File: config.mk
export PLATFORM = sky130hd
export DESIGN_NAME = sorted_list_table_engine
export DESIGN_NICKNAME = d
export VERILOG_FILES = /design/src/hdl/slte_pkg.sv /design/src/hdl/sorted_list_table_engine.sv /design/src/hdl/slte_cell.sv
export SDC_FILE = /design/constraint.sdc
export NUM_CORES = 2
export LEC_CHECK = 0
export BUFFER_PORTS_ARGS = -buffer_cell sky130_fd_sc_hd__buf_4
export CORE_MARGIN = 2
export CORE_UTILIZATION = 48
export DETAILED_ROUTE_END_ITERATION = 16
export PLACE_DENSITY = 0.66
export SYNTH_ARGS = -nofsm -noshare
export SYNTH_HDL_FRONTEND = slang
export SYNTH_SLANG_ARGS = --single-unit
File: constraint.sdc
create_clock -name clk -period 10.5 [get_ports clk]
set_input_delay 2.1 -clock clk [delete_from_list [all_inputs] [get_ports clk]]
set_output_delay 2.1 -clock clk [all_outputs]
set_load 0.02 [all_outputs]
File: src/hdl/slte_pkg.sv
package slte_pkg;

  localparam logic [2:0] OP_APPEND = 3'd0;
  localparam logic [2:0] OP_INSERT = 3'd1;
  localparam logic [2:0] OP_REMOVE = 3'd2;
  localparam logic [2:0] OP_SEARCH = 3'd3;
  localparam logic [2:0] OP_SORT   = 3'd4;

  localparam logic [1:0] ST_OK     = 2'd0;
  localparam logic [1:0] ST_FULL   = 2'd1;
  localparam logic [1:0] ST_ABSENT = 2'd2;
  localparam logic [1:0] ST_EMPTY  = 2'd3;

  typedef struct packed {
    logic [2:0]         op;
    logic signed [31:0] key;
  } slte_in_t;

  typedef struct packed {
    logic       found;
    logic [3:0] position;
    logic [4:0] entry_count;
    logic [1:0] status;
  } slte_out_t;

  typedef struct packed {
    logic do_append;
    logic do_insert;
    logic do_remove;
    logic do_sort;
    logic sort_phase;
  } slte_ctrl_t;

  typedef struct packed {
    logic ge_before;
    logic eq_before;
  } slte_chain_t;

  typedef enum logic [1:0] {
    FSM_IDLE = 2'b01,
    FSM_SORT = 2'b10
  } slte_state_t;

endpackage

File: src/hdl/sorted_list_table_engine.sv
// Fixed-capacity list of signed keys held in a row of cells, one key per cell. Append,
// ordered insert, remove and search need no busy state: every cell compares its key
// at once and a priority chain along the row picks the lowest match or insert point,
// and the result word is loaded the cycle the item is taken. Sort runs odd-even
// transposition over the row and then posts the result, with the input held off
// meanwhile. A result word waiting in the output register holds off the next item,
// sort included, until it is taken, which may be in that same cycle.
module sorted_list_table_engine #(
  parameter int CAPACITY  = 16,
  parameter int KEY_WIDTH = 32
) (
  input  logic                clk,
  input  logic                rst_n,
  input  logic                in_valid,
  output logic                in_ready,
  input  slte_pkg::slte_in_t  in_data,
  output logic                out_valid,
  input  logic                out_ready,
  output slte_pkg::slte_out_t out_data
);

  localparam int IDX_W  = $clog2(CAPACITY);
  localparam int CNT_W  = $clog2(CAPACITY + 1);
  localparam int KW_EXT = (KEY_WIDTH > 32) ? KEY_WIDTH : 32;

  slte_pkg::slte_state_t state_r, state_nxt;
  logic [CNT_W-1:0]      count_r, count_nxt;
  logic [CNT_W-1:0]      pass_r, pass_nxt;
  logic                  out_valid_r, out_valid_nxt;
  slte_pkg::slte_out_t   out_data_r, out_data_nxt;

  logic signed [KW_EXT-1:0]    key_ext;
  logic signed [KEY_WIDTH-1:0] key_k;
  slte_pkg::slte_ctrl_t        ctrl;
  logic signed [KEY_WIDTH-1:0] entry_w [CAPACITY];
  slte_pkg::slte_chain_t       chain [CAPACITY+1];
  logic [CAPACITY-1:0]         ins_first;
  logic [CAPACITY-1:0]         eq_first;
  logic [IDX_W-1:0]            ins_pos;
  logic [IDX_W-1:0]            eq_pos;
  logic                        accept;
  logic                        out_free;
  logic                        full;

  assign key_ext  = KW_EXT'(in_data.key);
  assign key_k    = key_ext[KEY_WIDTH-1:0];
  assign out_free = !out_valid_r || out_ready;
  assign in_ready = (state_r == slte_pkg::FSM_IDLE) && out_free;
  assign accept   = in_valid && in_ready;
  assign full     = count_r == CNT_W'(CAPACITY);
  assign out_valid = out_valid_r;
  assign out_data  = out_data_r;

  assign chain[0] = '0;

  genvar g;
  generate
    for (g = 0; g < CAPACITY; g++) begin : g_cell
      logic signed [KEY_WIDTH-1:0] left_e;
      logic signed [KEY_WIDTH-1:0] right_e;
      if (g == 0) begin : g_first
        assign left_e = entry_w[g];
      end else begin : g_mid_l
        assign left_e = entry_w[g-1];
      end
      if (g == CAPACITY - 1) begin : g_last
        assign right_e = entry_w[g];
      end else begin : g_mid_r
        assign right_e = entry_w[g+1];
      end
      slte_cell #(
        .KEY_WIDTH (KEY_WIDTH),
        .CNT_W     (CNT_W),
        .INDEX     (g)
      ) u_cell (
        .clk         (clk),
        .ctrl        (ctrl),
        .key         (key_k),
        .count       (count_r),
        .left_entry  (left_e),
        .right_entry (right_e),
        .chain_i     (chain[g]),
        .chain_o     (chain[g+1]),
        .ins_first   (ins_first[g]),
        .eq_first    (eq_first[g]),
        .entry       (entry_w[g])
      );
    end
  endgenerate

  always_comb begin
    ins_pos = '0;
    eq_pos  = '0;
    for (int i = 0; i < CAPACITY; i++) begin
      if (ins_first[i]) ins_pos = ins_pos | IDX_W'(i);
      if (eq_first[i])  eq_pos  = eq_pos | IDX_W'(i);
    end
  end

  always_comb begin
    logic [IDX_W-1:0] pos;
    logic             fnd;
    logic [1:0]       st;
    state_nxt     = state_r;
    count_nxt     = count_r;
    pass_nxt      = pass_r;
    out_valid_nxt = out_valid_r;
    out_data_nxt  = out_data_r;
    ctrl          = '0;
    pos           = '0;
    fnd           = 1'b0;
    st            = slte_pkg::ST_OK;
    if (out_valid_r && out_ready) out_valid_nxt = 1'b0;
    unique case (state_r)
      slte_pkg::FSM_IDLE: begin
        if (accept) begin
          case (in_data.op)
            slte_pkg::OP_APPEND, slte_pkg::OP_INSERT: begin
              if (full) begin
                st = slte_pkg::ST_FULL;
              end else begin
                count_nxt = count_r + 1'b1;
                if (in_data.op == slte_pkg::OP_APPEND) begin
                  ctrl.do_append = 1'b1;
                  pos = count_r[IDX_W-1:0];
                end else begin
                  ctrl.do_insert = 1'b1;
                  pos = chain[CAPACITY].ge_before ? ins_pos : count_r[IDX_W-1:0];
                end
              end
            end
            slte_pkg::OP_REMOVE, slte_pkg::OP_SEARCH: begin
              if (count_r == '0) begin
                st = slte_pkg::ST_EMPTY;
              end else if (chain[CAPACITY].eq_before) begin
                fnd = 1'b1;
                pos = eq_pos;
                if (in_data.op == slte_pkg::OP_REMOVE) begin
                  ctrl.do_remove = 1'b1;
                  count_nxt = count_r - 1'b1;
                end
              end else begin
                st = slte_pkg::ST_ABSENT;
              end
            end
            default: ;
          endcase
          if (in_data.op == slte_pkg::OP_SORT) begin
            state_nxt = slte_pkg::FSM_SORT;
            pass_nxt  = '0;
          end else begin
            out_valid_nxt            = 1'b1;
            out_data_nxt.found       = fnd;
            out_data_nxt.position    = 4'(pos);
            out_data_nxt.entry_count = 5'(count_nxt);
            out_data_nxt.status      = st;
          end
        end
      end
      slte_pkg::FSM_SORT: begin
        if (pass_r != CNT_W'(CAPACITY)) begin
          ctrl.do_sort    = 1'b1;
          ctrl.sort_phase = pass_r[0];
          pass_nxt        = pass_r + 1'b1;
        end else if (out_free) begin
          out_valid_nxt            = 1'b1;
          out_data_nxt.found       = 1'b0;
          out_data_nxt.position    = '0;
          out_data_nxt.entry_count = 5'(count_r);
          out_data_nxt.status      = slte_pkg::ST_OK;
          state_nxt                = slte_pkg::FSM_IDLE;
        end
      end
      default: state_nxt = slte_pkg::FSM_IDLE;
    endcase
  end

  always_ff @(posedge clk) begin
    if (!rst_n) begin
      state_r     <= slte_pkg::FSM_IDLE;
      count_r     <= '0;
      pass_r      <= '0;
      out_valid_r <= 1'b0;
    end else begin
      state_r     <= state_nxt;
      count_r     <= count_nxt;
      pass_r      <= pass_nxt;
      out_valid_r <= out_valid_nxt;
    end
    out_data_r <= out_data_nxt;
  end

  a_count_range: assert property (@(posedge clk) disable iff (!rst_n)
    count_r <= CNT_W'(CAPACITY))
    else $error("entry count beyond capacity");

  a_sort_blocks: assert property (@(posedge clk) disable iff (!rst_n)
    accept && (in_data.op == slte_pkg::OP_SORT) |=> !in_ready)
    else $error("input taken during sort");

  a_append_grows: assert property (@(posedge clk) disable iff (!rst_n)
    accept && (in_data.op == slte_pkg::OP_APPEND) && !full
    |=> count_r == $past(count_r) + 1'b1)
    else $error("append did not grow the list");

  a_full_count: assert property (@(posedge clk) disable iff (!rst_n)
    out_valid_r && (out_data_r.status == slte_pkg::ST_FULL)
    |-> out_data_r.entry_count == 5'(CAPACITY))
    else $error("full status with list not full");

endmodule

File: src/hdl/slte_cell.sv
module slte_cell #(
  parameter int KEY_WIDTH = 32,
  parameter int CNT_W     = 5,
  parameter int INDEX     = 0
) (
  input  logic                        clk,
  input  slte_pkg::slte_ctrl_t        ctrl,
  input  logic signed [KEY_WIDTH-1:0] key,
  input  logic [CNT_W-1:0]            count,
  input  logic signed [KEY_WIDTH-1:0] left_entry,
  input  logic signed [KEY_WIDTH-1:0] right_entry,
  input  slte_pkg::slte_chain_t       chain_i,
  output slte_pkg::slte_chain_t       chain_o,
  output logic                        ins_first,
  output logic                        eq_first,
  output logic signed [KEY_WIDTH-1:0] entry
);

  localparam logic LEFT_PARITY = 1'((INDEX % 2));
  localparam logic HAS_LEFT    = (INDEX > 0);

  logic signed [KEY_WIDTH-1:0] entry_r;
  logic signed [KEY_WIDTH-1:0] entry_nxt;
  logic                        valid;
  logic                        valid_nb;
  logic                        at_end;
  logic                        ge;
  logic                        eq;
  logic                        ins_here;

  assign valid    = CNT_W'(INDEX) < count;
  assign valid_nb = CNT_W'(INDEX + 1) < count;
  assign at_end   = CNT_W'(INDEX) == count;
  assign ge       = valid && (entry_r >= key);
  assign eq       = valid && (entry_r == key);
  assign ins_here = !chain_i.ge_before && (ge || at_end);
  assign ins_first = !chain_i.ge_before && ge;
  assign eq_first  = !chain_i.eq_before && eq;
  assign chain_o.ge_before = chain_i.ge_before | ge;
  assign chain_o.eq_before = chain_i.eq_before | eq;
  assign entry = entry_r;

  always_comb begin
    entry_nxt = entry_r;
    if (ctrl.do_append) begin
      if (at_end) entry_nxt = key;
    end else if (ctrl.do_insert) begin
      if (ins_here) entry_nxt = key;
      else if (chain_i.ge_before) entry_nxt = left_entry;
    end else if (ctrl.do_remove) begin
      if (chain_i.eq_before || eq) entry_nxt = right_entry;
    end else if (ctrl.do_sort) begin
      if (ctrl.sort_phase == LEFT_PARITY) begin
        if (valid_nb && (entry_r > right_entry)) entry_nxt = right_entry;
      end else begin
        if (HAS_LEFT && valid && (left_entry > entry_r)) entry_nxt = left_entry;
      end
    end
  end

  always_ff @(posedge clk) begin
    entry_r <= entry_nxt;
  end

endmodule

==> reports/metrics.sh <==
STATUS='finished, final reports clean'
IO_BUFFERS=52
CP_MAX_FO=32
WORST_HOLD_PATH_TYPE='reg -> reg'
HOLD-WORST-SLACK_NS=0.490
SYNTH-EDFF-COUNT=524
WORST-ENDPOINT-ARRIVAL_NS=8.44
SYNTH_LARGEST_TYPE_AREA_FRACTION=0.312
RSZ0062_AT_GRT='no'
GRT_ANTENNA_BEFORE_REPAIR=3
TIMING.CRITICAL_PATH.CELLS='buf_4 > inv_1 > buf_4 > buf_4 > ha_1 > nand4_1 > nor4_1 > nand3_1 > or4_1 > nand4_1 > o21ai_2 > and2_1 > nand2_1 > buf_4 > o21ai_0 > nor4b_2 > buf_4'
WORST_HOLD_STARTPOINT='state_r[0]'
NUM_ANTENNA_CELLS=0
DIEHEIGHT_UM=328
MIN_PATH_CELLS=1
CRIT_TOP_CELL='buf_4'
DR.PASS1.ITERS=9
MET2WIRELENGTH_UM=86300
SYNTH_TOP_FAMILY_BY_AREA='adder cells'
CTS_REPAIR_RESIZE_COUNT=0
FINAL-SETUP-VIOL-COUNT=0
REPORT.FINAL.SLEW_VIOL_COUNT=0
WL_UM=193000
CRIT_PATH_MAX_INCR_DELAY_NS=1.08
FINALWORSTSETUPSLACK_NS=2.35
SYNTHESIS.NETS=6419
GRT.TOTAL_USAGE=0.351
AREAGROWTHSYNTHTOFINISH_PCT=8.87
VIAS_PER_CELL=6.76
ROUTE.MET3.WL_UM=16900
P_PER_AREA_nW_PER_UM2=103
FMAX_GHz=0.123
ENDPOINT_OF_THE_WORST_SLACK_REG_TO_REG_TIMING_PATH='g_cell[13].u_cell.entry[26]'
AVGSYNTHCELLAREA_UM2=9.36
SYNTH.YOSYS.SEQ_AREA_SHARE=0.318
CTS_HOLD_BUFFERS=0
DIE_X_UM=328
PIN_COUNT_OF_THE_BIGGEST_NET_ENTERING_GLOBAL_ROUTING=97
CP_SLOWEST_CELL='nor4_1'
INITIAL_CORE_UTIL=0.485
WL_MET1_UM=73300
VDD_IR_DROP_MAX_uV=108
HOLD_VIOL=0
YS_ASYNC_SR_FRACTION=0
DETAIL-ROUTE-ANTENNA-NETS=0
SYNTHMOSTINSTANTIATEDCELL='ha_1'
SYNTHMUXAREASHARE=0.00889
LATEST_CLOCK_ARRIVAL_WITHIN_THE_WORST_SKEW_PAIR_NS=0.67
MAX_SLEW_MARGIN=0.158
CRITICAL_PATH_BUF_INV_COUNT=6
PLACE_HPWL_UM=150000
SETUP_BUFFERS_AFTER_CTS=0
CTS_MAX_PATH_BUFFERS=3
TRITONCTS.NUM_BUFFERS=69
YOSYS.AREA_SHARE.XOR_XNOR=0.00209
FIN_SETUP_TNS_NS=0
WORST-SLEW-PIN-TRANSITION_NS=1.26
CLOCK-SKEW-FINAL_NS=0.0314
END_KIND='flop'
RR_STARTPOINT='g_cell[14].u_cell.entry[31]'
CRITICAL_PATH.STARTPOINT_TYPE='input port'
LAYOUT_MIN_CYCLE_TIME_NS=8.15
SYNTH-SIMPLE-AREA-SHARE=0.128
LEAKAGE_COMPONENT_OF_THE_POWER_nW=25.3
POST_SYNTH_NUM_CELL_TYPES=98
FP.DIEAREA_UM2=108000
PATH_CLASS='in -> reg'
FINAL.PERIOD_UTILIZATION=0.777
AREA_FRACTION_IN_COMPOUND_GATES_AFTER_SYNTHESIS=0.216
DESIGN.PORTCOUNT=53
SHARE_OF_CELLS_ABOVE_DRIVE_STRENGTH_1=0.0618
VIAS=46100
SYNTH.FF_LATCH_COUNT=537
ROW_COUNT=118
TOP_LAYER='met5'
R2R.WORST_PATH.CELLS=13
SYNTH_TOP_CELLS_BY_COUNT='ha_1, inv_1, edfxtp_1, a21oi_1, nand2_1'
HOLD_CRIT_ENDPOINT='state_r[0]'
FINAL_NETS=6426
CTS.SINKS=537
SYNTHFLOPTYPE='edfxtp_1'
GP_CONGESTION=1.03
TOTAL_POWER_mW=5.66
CLK_SLEW_ON_WORST_S_H_PATHS_NS=0.06
GRT_FIRST_PASS_WIRELENGTH_UM=285000
MINIMUM_SETUP_SLACK_AMONG_REG_TO_REG_PATHS_NS=4.06
GRT_PASS1_VIAS=44700
CPLARGESTDELAYFAMILY='simple AND/OR/NAND/NOR gates'
SYNTH_TOP_CELL_BY_AREA='edfxtp_1'
POSTSYNTHCELLCOUNT=5379
TRITONCTS='yes'
CTS_HTREE_LEVELS=3
PRE_CTS_SLACK_NS=1.95
CTS_ROOT_BUF='clkbuf_16'
YS_TOP_CELLS_BY_AREA='edfxtp_1, ha_1, inv_1, a222oi_1, a21oi_1'
DETAILEDROUTE.FIRSTITERATIONVIOLATIONS=6766
DRV_CAP=0
YS_WARN_COUNT=0
ROUTEDWLPERCELL_UM=28.2
SYNTHESIZED_CELL_AREA_UM2=50400
ROUTE.DETAILED.DRC=0
GRT-OVFL-TOTAL=0
SYNTHESIZED_AREA_FRACTION_OCCUPIED_BY_ADDER_CELLS=0.249
AREA_OF_THE_CORE_UM2=104000
WORSTPATHREQUIRED_NS=10.78
## registers in the layout (all words and copies together) (netlist names)
signal	flops
state_r	2
out_data	12
g_cell.u_cell.entry	512
pass_r	5
count_r	5
out_valid	1
## layout make-up
| cell class | instances | area (µm²) |
|---|---|---|
| Clock buffer | 84 | 1800 |
| Clock inverter | 39 | 413 |
| Fill cell | 9447 | 49000 |
| Inverter | 812 | 3050 |
| Multi-Input combinational cell | 3811 | 30700 |
| Sequential cell | 537 | 16000 |
| Tap cell | 1380 | 1730 |
| Timing Repair Buffer | 155 | 1200 |
## worst reg2reg max path, stage by stage (launching register included)
cell and delay [ns]:
edfxtp_1 0.43, ha_1 0.48, nand4_1 0.29, nor4_1 1.08
nand3_1 0.25, or4_1 0.77, nand4_1 0.32, o21ai_2 0.21
and2_1 0.30, nand2_1 0.46, buf_4 0.37, o21ai_0 0.23
nor4b_2 0.33, buf_4 0.53
## layer usage
| metal | vias to the layer above | global-route usage |
|---|---|---|
| met1 | 22300 | 0.438 |
| met5 | - | 0 |
| met2 | 2578 | 0.554 |
| met4 | 2 | 0.257 |
| met3 | 577 | 0.0513 |
| li1 | 20700 | - |
## cells by family after synthesis
family                   after synthesis
buffers and inverters               1031
adder cells (fa/ha/maj)             1001
XOR/XNOR                              12
AND/OR/NAND/NOR                     1271
flip-flops                           537
multiplexers                          44
AO/OA/AOI/OAI                       1483
## worst max-delay path by stage
stage,from,to,slack (ns),depth (start not counted)
after floorplan,in_data[31],g_cell[4].u_cell.entry[0],1.06,14
after global placement,in_data[31],g_cell[13].u_cell.entry[24],1.96,17
after detailed placement,in_data[31],g_cell[13].u_cell.entry[24],1.95,17
after CTS,in_data[31],g_cell[13].u_cell.entry[23],2.64,17
after global routing,in_data[31],g_cell[13].u_cell.entry[21],2.35,17
final,in_data[31],g_cell[13].u_cell.entry[26],2.35,17
## through the flow
step	instances	cell area [µm²]	util
finish	6818	54800	0.528
global route	6818	54800	0.528
CTS	6818	54800	0.528
detailed placement	6695	52600	0.507
global placement	6694	52600	0.507
floorplan	5379	50400	-
## power breakdown
part	switching, mW	internal (mW)
registers	0.0315	2.38
clock network	1.03	1.42
logic	0.534	0.271
total	1.59	4.07
## cell usage in the layout (no fill, tap or decap), types with 139 or more instances in the layout
master	n
ha_1	1001
inv_1	811
edfxtp_1	524
a21oi_1	345
nand2_1	327
a222oi_1	267
nor2_1	225
o21ai_0	225
nand4_1	193
a21o_1	154
buf_4	151
a221o_1	146
nor3_1	139
No activity file was read; power rests on OpenSTA's default activity.
